File: config.mk
export PLATFORM = sky130hd
export DESIGN_NAME = color_keyed_sprite_blit_unit
export DESIGN_NICKNAME = d
export VERILOG_FILES = /design/src/sv/ckblit_pkg.sv /design/src/sv/color_keyed_sprite_blit_unit.sv /design/src/sv/ckblit_front.sv /design/src/sv/ckblit_queue.sv /design/src/sv/ckblit_back.sv
export SDC_FILE = /design/constraint.sdc
export NUM_CORES = 1
export LEC_CHECK = 0
export ABC_AREA = 1
export BUFFER_PORTS_ARGS = -buffer_cell sky130_fd_sc_hd__buf_2
export CORE_UTILIZATION = 35
export DETAILED_ROUTE_END_ITERATION = 6
export PLACE_DENSITY = 0.52
export SLEW_MARGIN = 30
export SYNTH_ARGS = -nofsm -noshare
export SYNTH_HDL_FRONTEND = slang
export SYNTH_SLANG_ARGS = --single-unit
export TNS_END_PERCENT = 50
File: constraint.sdc
create_clock -name clk -period 10.7 [get_ports clk]
set_input_delay 1.605 -clock clk [delete_from_list [all_inputs] [get_ports clk]]
set_output_delay 1.605 -clock clk [all_outputs]
set_load 0.05 [all_outputs]
File: src/sv/ckblit_pkg.sv
// Shared types, codes and constants of the color-keyed sprite blitter.
package ckblit_pkg;

  // Item function codes
  localparam logic FUNC_BEGIN = 1'b0;
  localparam logic FUNC_PIXEL = 1'b1;

  // Default sprite side limit (sides saturate to one below it)
  localparam int DEFAULT_MAX_SPRITE_SIDE = 4096;

  // Depth of the queue between front and back
  localparam int QUEUE_DEPTH = 4;
  localparam int QUEUE_PTR_W = $clog2(QUEUE_DEPTH);

  // Reset values of the configuration registers
  localparam logic [11:0] RESET_SCREEN_WIDTH  = 12'd1024;
  localparam logic [11:0] RESET_SCREEN_HEIGHT = 12'd768;
  localparam logic [2:0]  RESET_PIXEL_BYTES   = 3'd4;
  localparam logic [31:0] RESET_KEY_COLOR     = 32'd0;

  // Configuration register indexes
  typedef enum logic [1:0] {
    REG_SCREEN_WIDTH  = 2'd0,
    REG_SCREEN_HEIGHT = 2'd1,
    REG_PIXEL_BYTES   = 2'd2,
    REG_KEY_COLOR     = 2'd3
  } cfg_reg_t;

  // Input item
  typedef struct packed {
    logic        func;
    logic [15:0] origin_x;
    logic [15:0] origin_y;
    logic [11:0] sprite_width;
    logic [11:0] sprite_height;
    logic        erase_mode;
    logic [31:0] pixel_color;
  } item_t;

  // Result item
  typedef struct packed {
    logic        write_enable;
    logic [25:0] byte_address;
    logic [31:0] write_data;
    logic [2:0]  byte_count;
    logic        last;
  } result_t;

  // Classified pixel record handed from front to back
  typedef struct packed {
    logic        we;
    logic [11:0] x;
    logic [11:0] y;
    logic [31:0] data;
    logic [2:0]  bytes;
    logic        last;
  } pixel_rec_t;

  // Queue status seen by both sides
  typedef struct packed {
    logic full;
    logic empty;
  } queue_status_t;

endpackage

File: src/sv/color_keyed_sprite_blit_unit.sv
// Top level of the color-keyed sprite blitter.
// A begin item sets the sprite origin, size and draw or erase mode; pixel items then
// follow in row-major order and each gives one result: a write enable (on screen and
// not equal to the key color), the frame buffer byte address (y*width+x)*bytes, the
// masked color (zero when erasing) with its byte count, and a mark on the last pixel.
// Begin items and pixels with no sprite active give no result. One item is taken per
// cycle while the queue is not full; the front part classifies it in the accepting
// cycle and a four-entry queue feeds the back part, which registers the pixel index and
// then the result. Sprite sides saturate at MAX_SPRITE_SIDE-1, at most 4095. The user
// must write configuration only while no item is in flight; it is not enforced here.
module color_keyed_sprite_blit_unit #(
  parameter int MAX_SPRITE_SIDE = ckblit_pkg::DEFAULT_MAX_SPRITE_SIDE
) (
  input  logic                clk,
  input  logic                rst,
  input  logic                item_valid,
  output logic                item_stall,
  input  ckblit_pkg::item_t   item,
  output logic                result_valid,
  input  logic                result_stall,
  output ckblit_pkg::result_t result,
  input  logic                cfg_valid,
  output logic                cfg_ready,
  input  logic [1:0]          cfg_index,
  input  logic [31:0]         cfg_data
);
  import ckblit_pkg::*;

  logic          push;
  logic          pop;
  pixel_rec_t    push_rec;
  pixel_rec_t    head;
  queue_status_t q_status;
  logic [11:0]   stride;

  ckblit_front #(
    .MAX_SPRITE_SIDE (MAX_SPRITE_SIDE)
  ) u_front (
    .clk        (clk),
    .rst        (rst),
    .item_valid (item_valid),
    .item_stall (item_stall),
    .item       (item),
    .cfg_valid  (cfg_valid),
    .cfg_ready  (cfg_ready),
    .cfg_index  (cfg_index),
    .cfg_data   (cfg_data),
    .q_status   (q_status),
    .push       (push),
    .rec        (push_rec),
    .stride     (stride)
  );

  ckblit_queue u_queue (
    .clk      (clk),
    .rst      (rst),
    .push     (push),
    .push_rec (push_rec),
    .pop      (pop),
    .head     (head),
    .status   (q_status)
  );

  ckblit_back u_back (
    .clk          (clk),
    .rst          (rst),
    .q_status     (q_status),
    .head         (head),
    .pop          (pop),
    .stride       (stride),
    .result_valid (result_valid),
    .result_stall (result_stall),
    .result       (result)
  );

endmodule

File: src/sv/ckblit_front.sv
// Front part: configuration registers, sprite tracking and pixel classification.
module ckblit_front #(
  parameter int MAX_SPRITE_SIDE = ckblit_pkg::DEFAULT_MAX_SPRITE_SIDE
) (
  input  logic                   clk,
  input  logic                   rst,
  input  logic                   item_valid,
  output logic                   item_stall,
  input  ckblit_pkg::item_t      item,
  input  logic                   cfg_valid,
  output logic                   cfg_ready,
  input  logic [1:0]             cfg_index,
  input  logic [31:0]            cfg_data,
  input  ckblit_pkg::queue_status_t q_status,
  output logic                   push,
  output ckblit_pkg::pixel_rec_t rec,
  output logic [11:0]            stride
);
  import ckblit_pkg::*;

  localparam int SIDE_W   = (MAX_SPRITE_SIDE >= 4096) ? 12 : $clog2(MAX_SPRITE_SIDE);
  localparam int SIDE_LIM = (MAX_SPRITE_SIDE >= 4096) ? 4095 : MAX_SPRITE_SIDE - 1;
  localparam logic [11:0]       LIM_FIELD = 12'(SIDE_LIM);
  localparam logic [SIDE_W-1:0] LIM_SIDE  = SIDE_W'(SIDE_LIM);

  // Configuration registers
  logic [11:0] screen_width;
  logic [11:0] screen_height;
  logic [2:0]  pixel_bytes;
  logic [31:0] key_color;

  // Sprite state
  logic [15:0]       base_x;
  logic [15:0]       base_y;
  logic [SIDE_W-1:0] span_w;
  logic [SIDE_W-1:0] span_h;
  logic [SIDE_W-1:0] column;
  logic [SIDE_W-1:0] row;
  logic              erasing;
  logic              active;

  logic              accept;
  logic [SIDE_W-1:0] w_clamped;
  logic [SIDE_W-1:0] h_clamped;
  logic [15:0]       x;
  logic [15:0]       y;
  logic [SIDE_W:0]   col_inc;
  logic [SIDE_W:0]   row_inc;
  logic              is_last;
  logic              on_screen;
  logic              opaque;
  logic              we;
  logic [2:0]        bytes_eff;
  logic [31:0]       mask;
  cfg_reg_t          cfg_sel;

  assign cfg_ready  = 1'b1;
  assign item_stall = q_status.full;
  assign accept     = item_valid && !item_stall;
  assign stride     = screen_width;
  assign cfg_sel    = cfg_reg_t'(cfg_index);

  // Configuration writes
  always_ff @(posedge clk) begin
    if (rst) begin
      screen_width  <= RESET_SCREEN_WIDTH;
      screen_height <= RESET_SCREEN_HEIGHT;
      pixel_bytes   <= RESET_PIXEL_BYTES;
      key_color     <= RESET_KEY_COLOR;
    end else if (cfg_valid && cfg_ready) begin
      unique case (cfg_sel)
        REG_SCREEN_WIDTH:  screen_width  <= cfg_data[11:0];
        REG_SCREEN_HEIGHT: screen_height <= cfg_data[11:0];
        REG_PIXEL_BYTES:   pixel_bytes   <= cfg_data[2:0];
        REG_KEY_COLOR:     key_color     <= cfg_data;
        default: ;
      endcase
    end
  end

  // Saturate sprite sides to the limit
  assign w_clamped = (item.sprite_width  > LIM_FIELD) ? LIM_SIDE : item.sprite_width[SIDE_W-1:0];
  assign h_clamped = (item.sprite_height > LIM_FIELD) ? LIM_SIDE : item.sprite_height[SIDE_W-1:0];

  // Screen coordinate, clipping and key test
  assign x         = base_x + 16'(column);
  assign y         = base_y + 16'(row);
  assign col_inc   = {1'b0, column} + 1'b1;
  assign row_inc   = {1'b0, row} + 1'b1;
  assign is_last   = (col_inc == {1'b0, span_w}) && (row_inc == {1'b0, span_h});
  assign on_screen = (x < 16'(screen_width)) && (y < 16'(screen_height));
  assign opaque    = item.pixel_color != key_color;
  assign we        = on_screen && opaque;

  // Effective bytes per pixel and data mask
  always_comb begin
    case (pixel_bytes) inside
      3'd0:                   bytes_eff = 3'd1;
      3'd1, 3'd2, 3'd3, 3'd4: bytes_eff = pixel_bytes;
      default:                bytes_eff = 3'd4;
    endcase
    case (bytes_eff)
      3'd1:    mask = 32'h0000_00FF;
      3'd2:    mask = 32'h0000_FFFF;
      3'd3:    mask = 32'h00FF_FFFF;
      default: mask = 32'hFFFF_FFFF;
    endcase
  end

  // Record for the back part
  assign push     = accept && (item.func == FUNC_PIXEL) && active;
  assign rec.we    = we;
  assign rec.x     = we ? x[11:0] : 12'd0;
  assign rec.y     = we ? y[11:0] : 12'd0;
  assign rec.data  = (we && !erasing) ? (item.pixel_color & mask) : 32'd0;
  assign rec.bytes = bytes_eff;
  assign rec.last  = is_last;

  // Sprite tracking
  always_ff @(posedge clk) begin
    if (rst) begin
      base_x  <= '0;
      base_y  <= '0;
      span_w  <= '0;
      span_h  <= '0;
      column  <= '0;
      row     <= '0;
      erasing <= 1'b0;
      active  <= 1'b0;
    end else if (accept && item.func == FUNC_BEGIN) begin
      base_x  <= item.origin_x;
      base_y  <= item.origin_y;
      span_w  <= w_clamped;
      span_h  <= h_clamped;
      erasing <= item.erase_mode;
      column  <= '0;
      row     <= '0;
      active  <= (w_clamped != '0) && (h_clamped != '0);
    end else if (push) begin
      if (is_last) begin
        active <= 1'b0;
        column <= '0;
        row    <= '0;
      end else if (col_inc >= {1'b0, span_w}) begin
        column <= '0;
        row    <= row_inc[SIDE_W-1:0];
      end else begin
        column <= col_inc[SIDE_W-1:0];
      end
    end
  end

endmodule

File: src/sv/ckblit_queue.sv
// Short queue of classified pixel records between front and back.
module ckblit_queue (
  input  logic                      clk,
  input  logic                      rst,
  input  logic                      push,
  input  ckblit_pkg::pixel_rec_t    push_rec,
  input  logic                      pop,
  output ckblit_pkg::pixel_rec_t    head,
  output ckblit_pkg::queue_status_t status
);
  import ckblit_pkg::*;

  pixel_rec_t             entries [QUEUE_DEPTH];
  logic [QUEUE_PTR_W-1:0] wr_ptr;
  logic [QUEUE_PTR_W-1:0] rd_ptr;
  logic [QUEUE_PTR_W:0]   count;
  logic                   do_push;
  logic                   do_pop;

  assign status.full  = count == (QUEUE_PTR_W+1)'(QUEUE_DEPTH);
  assign status.empty = count == '0;
  assign do_push      = push && !status.full;
  assign do_pop       = pop && !status.empty;
  assign head         = entries[rd_ptr];

  // Storage
  always_ff @(posedge clk) begin
    if (do_push) begin
      entries[wr_ptr] <= push_rec;
    end
  end

  // Pointers and fill count
  always_ff @(posedge clk) begin
    if (rst) begin
      wr_ptr <= '0;
      rd_ptr <= '0;
      count  <= '0;
    end else begin
      if (do_push) begin
        wr_ptr <= wr_ptr + 1'b1;
      end
      if (do_pop) begin
        rd_ptr <= rd_ptr + 1'b1;
      end
      case ({do_push, do_pop})
        2'b10:   count <= count + 1'b1;
        2'b01:   count <= count - 1'b1;
        default: count <= count;
      endcase
    end
  end

endmodule

File: src/sv/ckblit_back.sv
// Back part: address arithmetic in two stages and the result register.
module ckblit_back (
  input  logic                      clk,
  input  logic                      rst,
  input  ckblit_pkg::queue_status_t q_status,
  input  ckblit_pkg::pixel_rec_t    head,
  output logic                      pop,
  input  logic [11:0]               stride,
  output logic                      result_valid,
  input  logic                      result_stall,
  output ckblit_pkg::result_t       result
);
  import ckblit_pkg::*;

  // Stage A: pixel index y * stride + x
  logic        a_valid;
  logic [24:0] a_index;
  logic        a_we;
  logic [31:0] a_data;
  logic [2:0]  a_bytes;
  logic        a_last;

  logic        out_adv;
  logic        a_adv;
  logic        rec_valid;
  logic [23:0] row_base;
  logic [24:0] index_next;
  logic [26:0] addr_full;

  assign rec_valid = !q_status.empty;
  assign out_adv   = !result_valid || !result_stall;
  assign a_adv     = !a_valid || out_adv;
  assign pop       = rec_valid && a_adv;

  assign row_base   = head.y * stride;
  assign index_next = head.we ? ({1'b0, row_base} + 25'(head.x)) : 25'd0;

  always_ff @(posedge clk) begin
    if (rst) begin
      a_valid <= 1'b0;
    end else if (a_adv) begin
      a_valid <= rec_valid;
    end
  end

  always_ff @(posedge clk) begin
    if (pop) begin
      a_index <= index_next;
      a_we    <= head.we;
      a_data  <= head.data;
      a_bytes <= head.bytes;
      a_last  <= head.last;
    end
  end

  // Stage B: scale by bytes per pixel (1 to 4) with shifts and one add
  always_comb begin
    case (a_bytes)
      3'd1:    addr_full = 27'(a_index);
      3'd2:    addr_full = {1'b0, a_index, 1'b0};
      3'd3:    addr_full = 27'(a_index) + {1'b0, a_index, 1'b0};
      default: addr_full = {a_index, 2'b00};
    endcase
  end

  // Result register
  always_ff @(posedge clk) begin
    if (rst) begin
      result_valid <= 1'b0;
    end else if (out_adv) begin
      result_valid <= a_valid;
    end
  end

  always_ff @(posedge clk) begin
    if (out_adv && a_valid) begin
      result.write_enable <= a_we;
      result.byte_address <= addr_full[25:0];
      result.write_data   <= a_data;
      result.byte_count   <= a_bytes;
      result.last         <= a_last;
    end
  end

endmodule
==> impl_metrics.tcl <==
set metrics [dict create \
    run_status "finished clean" \
    yosysTopAreaCell "edfxtp_1" \
    dpl.cell_count 4421 \
    coreArea_um2 82500 \
    seq_area_frac_synth 0.4812 \
    dr.first_iter.drc_count 1289 \
    dpl_cell_area_um2 31450 \
    ys_seq_elements 521 \
    cts_tree "yes" \
    antenna_left 0 \
    async_flop_share 0 \
    routabilityCongestion 0.8754 \
    netlist_area_um2 29350 \
    hp-class "reg -> reg" \
    fillers 8338 \
    met2_usage 0.3060 \
    worstHoldStart "u_back.a_data[29]" \
    worst_slew_pin_slew_ps 989.0 \
    power.density_nw_per_um2 274.3 \
    setup_viol 0 \
    reg2reg_depth 25 \
    syn_to_final_growth_pct 14.41 \
    yosysTopAreaCellShare 0.3776 \
    crit_path_max_fanout 60 \
    synth_edf_count 369 \
    cp.arrival_ps 7660 \
    whs_ps 404.2 \
    syn_nets 3647 \
    drv_slew 0 \
    vias 22210 \
    grt_max_degree 86 \
    cts_root_buf "clkbuf_16" \
    gr-usage-all-layers 0.1816 \
    post_cts_buffers 0 \
    drc 0 \
    final.period_utilization 0.6845 \
    cts_buffers 58 \
    path_class "reg -> reg" \
    fmaxAchievable_mhz 136.5 \
    endpoint "u_back.a_index[18]" \
    required_ps 11030 \
    met1_usage 0.2451 \
    synth_area_leaders "edfxtp_1, dfxtp_1, fa_1" \
    htree_levels 2 \
    cp-end-kind "flip-flop" \
    final_area_um2 33580 \
    portBuffers 193 \
    startpoint_type "flip-flop" \
    skew_ps 68.68 \
    cp_common_cell "nand2_1" \
    first_pass_iters 5 \
    grt-busiest-layer "met2" \
    slowest_delay_ps 800 \
    grt_setup_unrepaired "false" \
    cts_resized 0 \
    wl_mm 77.13 \
    rows 105 \
    ios 195 \
    slowest_stage "dfxtp_4" \
    crit_family "adder cells" \
    synth_top_family_by_area "simple AND/OR/NAND/NOR gates" \
    grt_first_pass_wirelength_mm 121.6 \
    overflow 0 \
    yosysMostFrequentCell "nand2_1" \
    die_w_um 291.6 \
    holdBufCountCts 0 \
    dieArea_um2 85010 \
    die_h_um 291.6 \
    synthSimpleGateAreaFrac 0.1722 \
    tns_ps 0 \
    vias_per_cell 4.901 \
    synth_cell_types 49 \
    initial_core_util 0.3557 \
    synth.area.mux_share 0 \
    synthXorXnorAreaFrac 0.01492 \
    synth_compound_area_frac 0.1109 \
    p_leak_uw 0.01436 \
    grt_use_met3 0.02390 \
    synth_fa_ha_area_frac 0.1478 \
    regToRegSetupSlack_ps 3380 \
    clkSinkCount 521 \
    cp.buffers_inverters 6 \
    maxCapViolations 0 \
    cp.depth 25 \
    synth_commonest_cells "nand2_1, inv_1, nor2_1" \
    peakVddDrop_mv 0.1657 \
    slew_headroom 0.3400 \
    grt_pass1_vias 21651 \
    layout.nets 3817 \
    report.final.hold_viol_count 0 \
    post_synth.cell_area_avg_um2 9.055 \
    instances_no_fill 4532 \
    antenna_found_initial 5 \
    r2r-end "u_back.a_index[18]" \
    clkLatencyLatePin_ps 650 \
    post-route-min-period_ps 7325 \
    ys_warn_count 0 \
    max-clock-path-buffers 3 \
    dpl.hpwl_mm 56.10 \
    drive_above_1_share 0.1014 \
    clkTransAtPathRegs_ps 60 \
    netlist_instances 3241 \
    ys.flop_type "edfxtp_1" \
    wire_per_inst_um 17.02 \
]
==> cells in the final DEF (no fill, tap or decap), types with 5 or more instances in the layout <==
| cell | count |
|---|---|
| a21o_1 | 11 |
| a21oi_1 | 233 |
| a32o_1 | 11 |
| buf_2 | 193 |
| buf_4 | 18 |
| bufinv_16 | 12 |
| clkbuf_1 | 14 |
| clkbuf_16 | 58 |
| clkbuf_8 | 5 |
| clkinv_1 | 12 |
| clkinv_2 | 12 |
| dfxtp_1 | 150 |
| edfxtp_1 | 369 |
| fa_1 | 116 |
| ha_1 | 161 |
| inv_1 | 443 |
| nand2_1 | 603 |
| nand2_2 | 7 |
| nand3_1 | 130 |
| nand3b_1 | 6 |
| nand4_1 | 39 |
| nor2_1 | 393 |
| nor2_2 | 9 |
| nor2_4 | 7 |
| nor3_1 | 14 |
| nor4_1 | 10 |
| o211ai_1 | 8 |
| o21a_1 | 10 |
| o21ai_0 | 259 |
| o21bai_1 | 6 |
| o22ai_1 | 39 |
| or2_2 | 9 |
| xnor2_1 | 22 |
| xor2_1 | 28 |
==> sequential cells by signal (all words and copies together) (netlist names), 2 cells and up, named ones only <==
name                   cells
u_back.a_bytes             3
u_front.base_y            16
u_front.base_x            16
u_front.screen_height     12
u_front.column            12
u_queue.rd_ptr             2
u_front.span_h            12
u_front.span_w            12
u_front.stride            12
u_queue.entries          244
u_queue.wr_ptr             2
u_back.a_index            25
u_queue.count              3
u_back.result             63
u_front.row               12
u_front.key_color         32
u_front.pixel_bytes        3
u_back.a_data             32
==> metal layers <==
metal  vias up  part of all wire
met5         -           0.00044
met4         6             0.023
met3       102             0.039
met2       419              0.48
met1     10572              0.46
li1      11111                 -
==> worst register-to-register path: stages (launching register included) <==
cell and delay, ps:
dfxtp_4 800, clkinv_2 500, buf_4 440, nand2_1 140
nand3_1 70, nand2_1 340, nor2_1 110, fa_1 580
inv_1 60, fa_1 530, inv_1 40, ha_1 280
ha_1 280, inv_1 50, fa_1 530, inv_1 40
ha_1 320, nand2_1 60, o21ai_0 550, a21oi_1 290
o21ai_0 420, nand2_1 90, nand2_1 110, nand3b_1 100
a21boi_0 180, nor2_1 100
==> area by class of cell <==
type                    count  area [µm²]  share of cell area
clock buffers              77        1573             0.04684
inverters                 455        1712             0.05098
flip-flops and latches    521       14130              0.4208
diodes                      1       2.502          0.00007453
well taps                1070        1339             0.03987
clock inverters            33       546.8             0.01628
multi-input cells        2162       13140              0.3914
repair buffers            213        1132             0.03372
==> how the worst min path moves through the flow <==
| stage | endpoint | depth (start not counted) |
|---|---|---|
| after floorplan | u_back.result[0] | 0 |
| after global placement | u_back.result[23] | 0 |
| after detailed placement | u_back.result[24] | 0 |
| after CTS | u_back.result[33] | 0 |
| after global routing | u_back.result[33] | 0 |
| final | u_back.result[33] | 0 |
==> power breakdown <==
group          internal, µW  switching, µW  total, µW
Combinational          1290           2880       4170
Clock                  1330            848       2180
Sequential             2650            208       2860
==> metrics by stage <==
stage | setup slack, ps | utilization | power (µW)
5_1_grt | 2771 | 0.4070 | 9986
4_1_cts | 3291 | 0.4068 | 9327
6_report | 3375 | 0.4070 | 9210
3_5_place_dp | 3359 | 0.3811 | 7100
3_3_place_gp | 3297 | 0.3809 | 7096
2_1_floorplan | 5236 | - | 5950
==> kinds of logic after synthesis <==
kind of cell,Yosys count
compound gates,600
simple gates,1234
xor+xnor,50
flops,521
buf+inv,558
other cells,1
fa+ha+maj,277
Power figures use the tool's default switching activity.
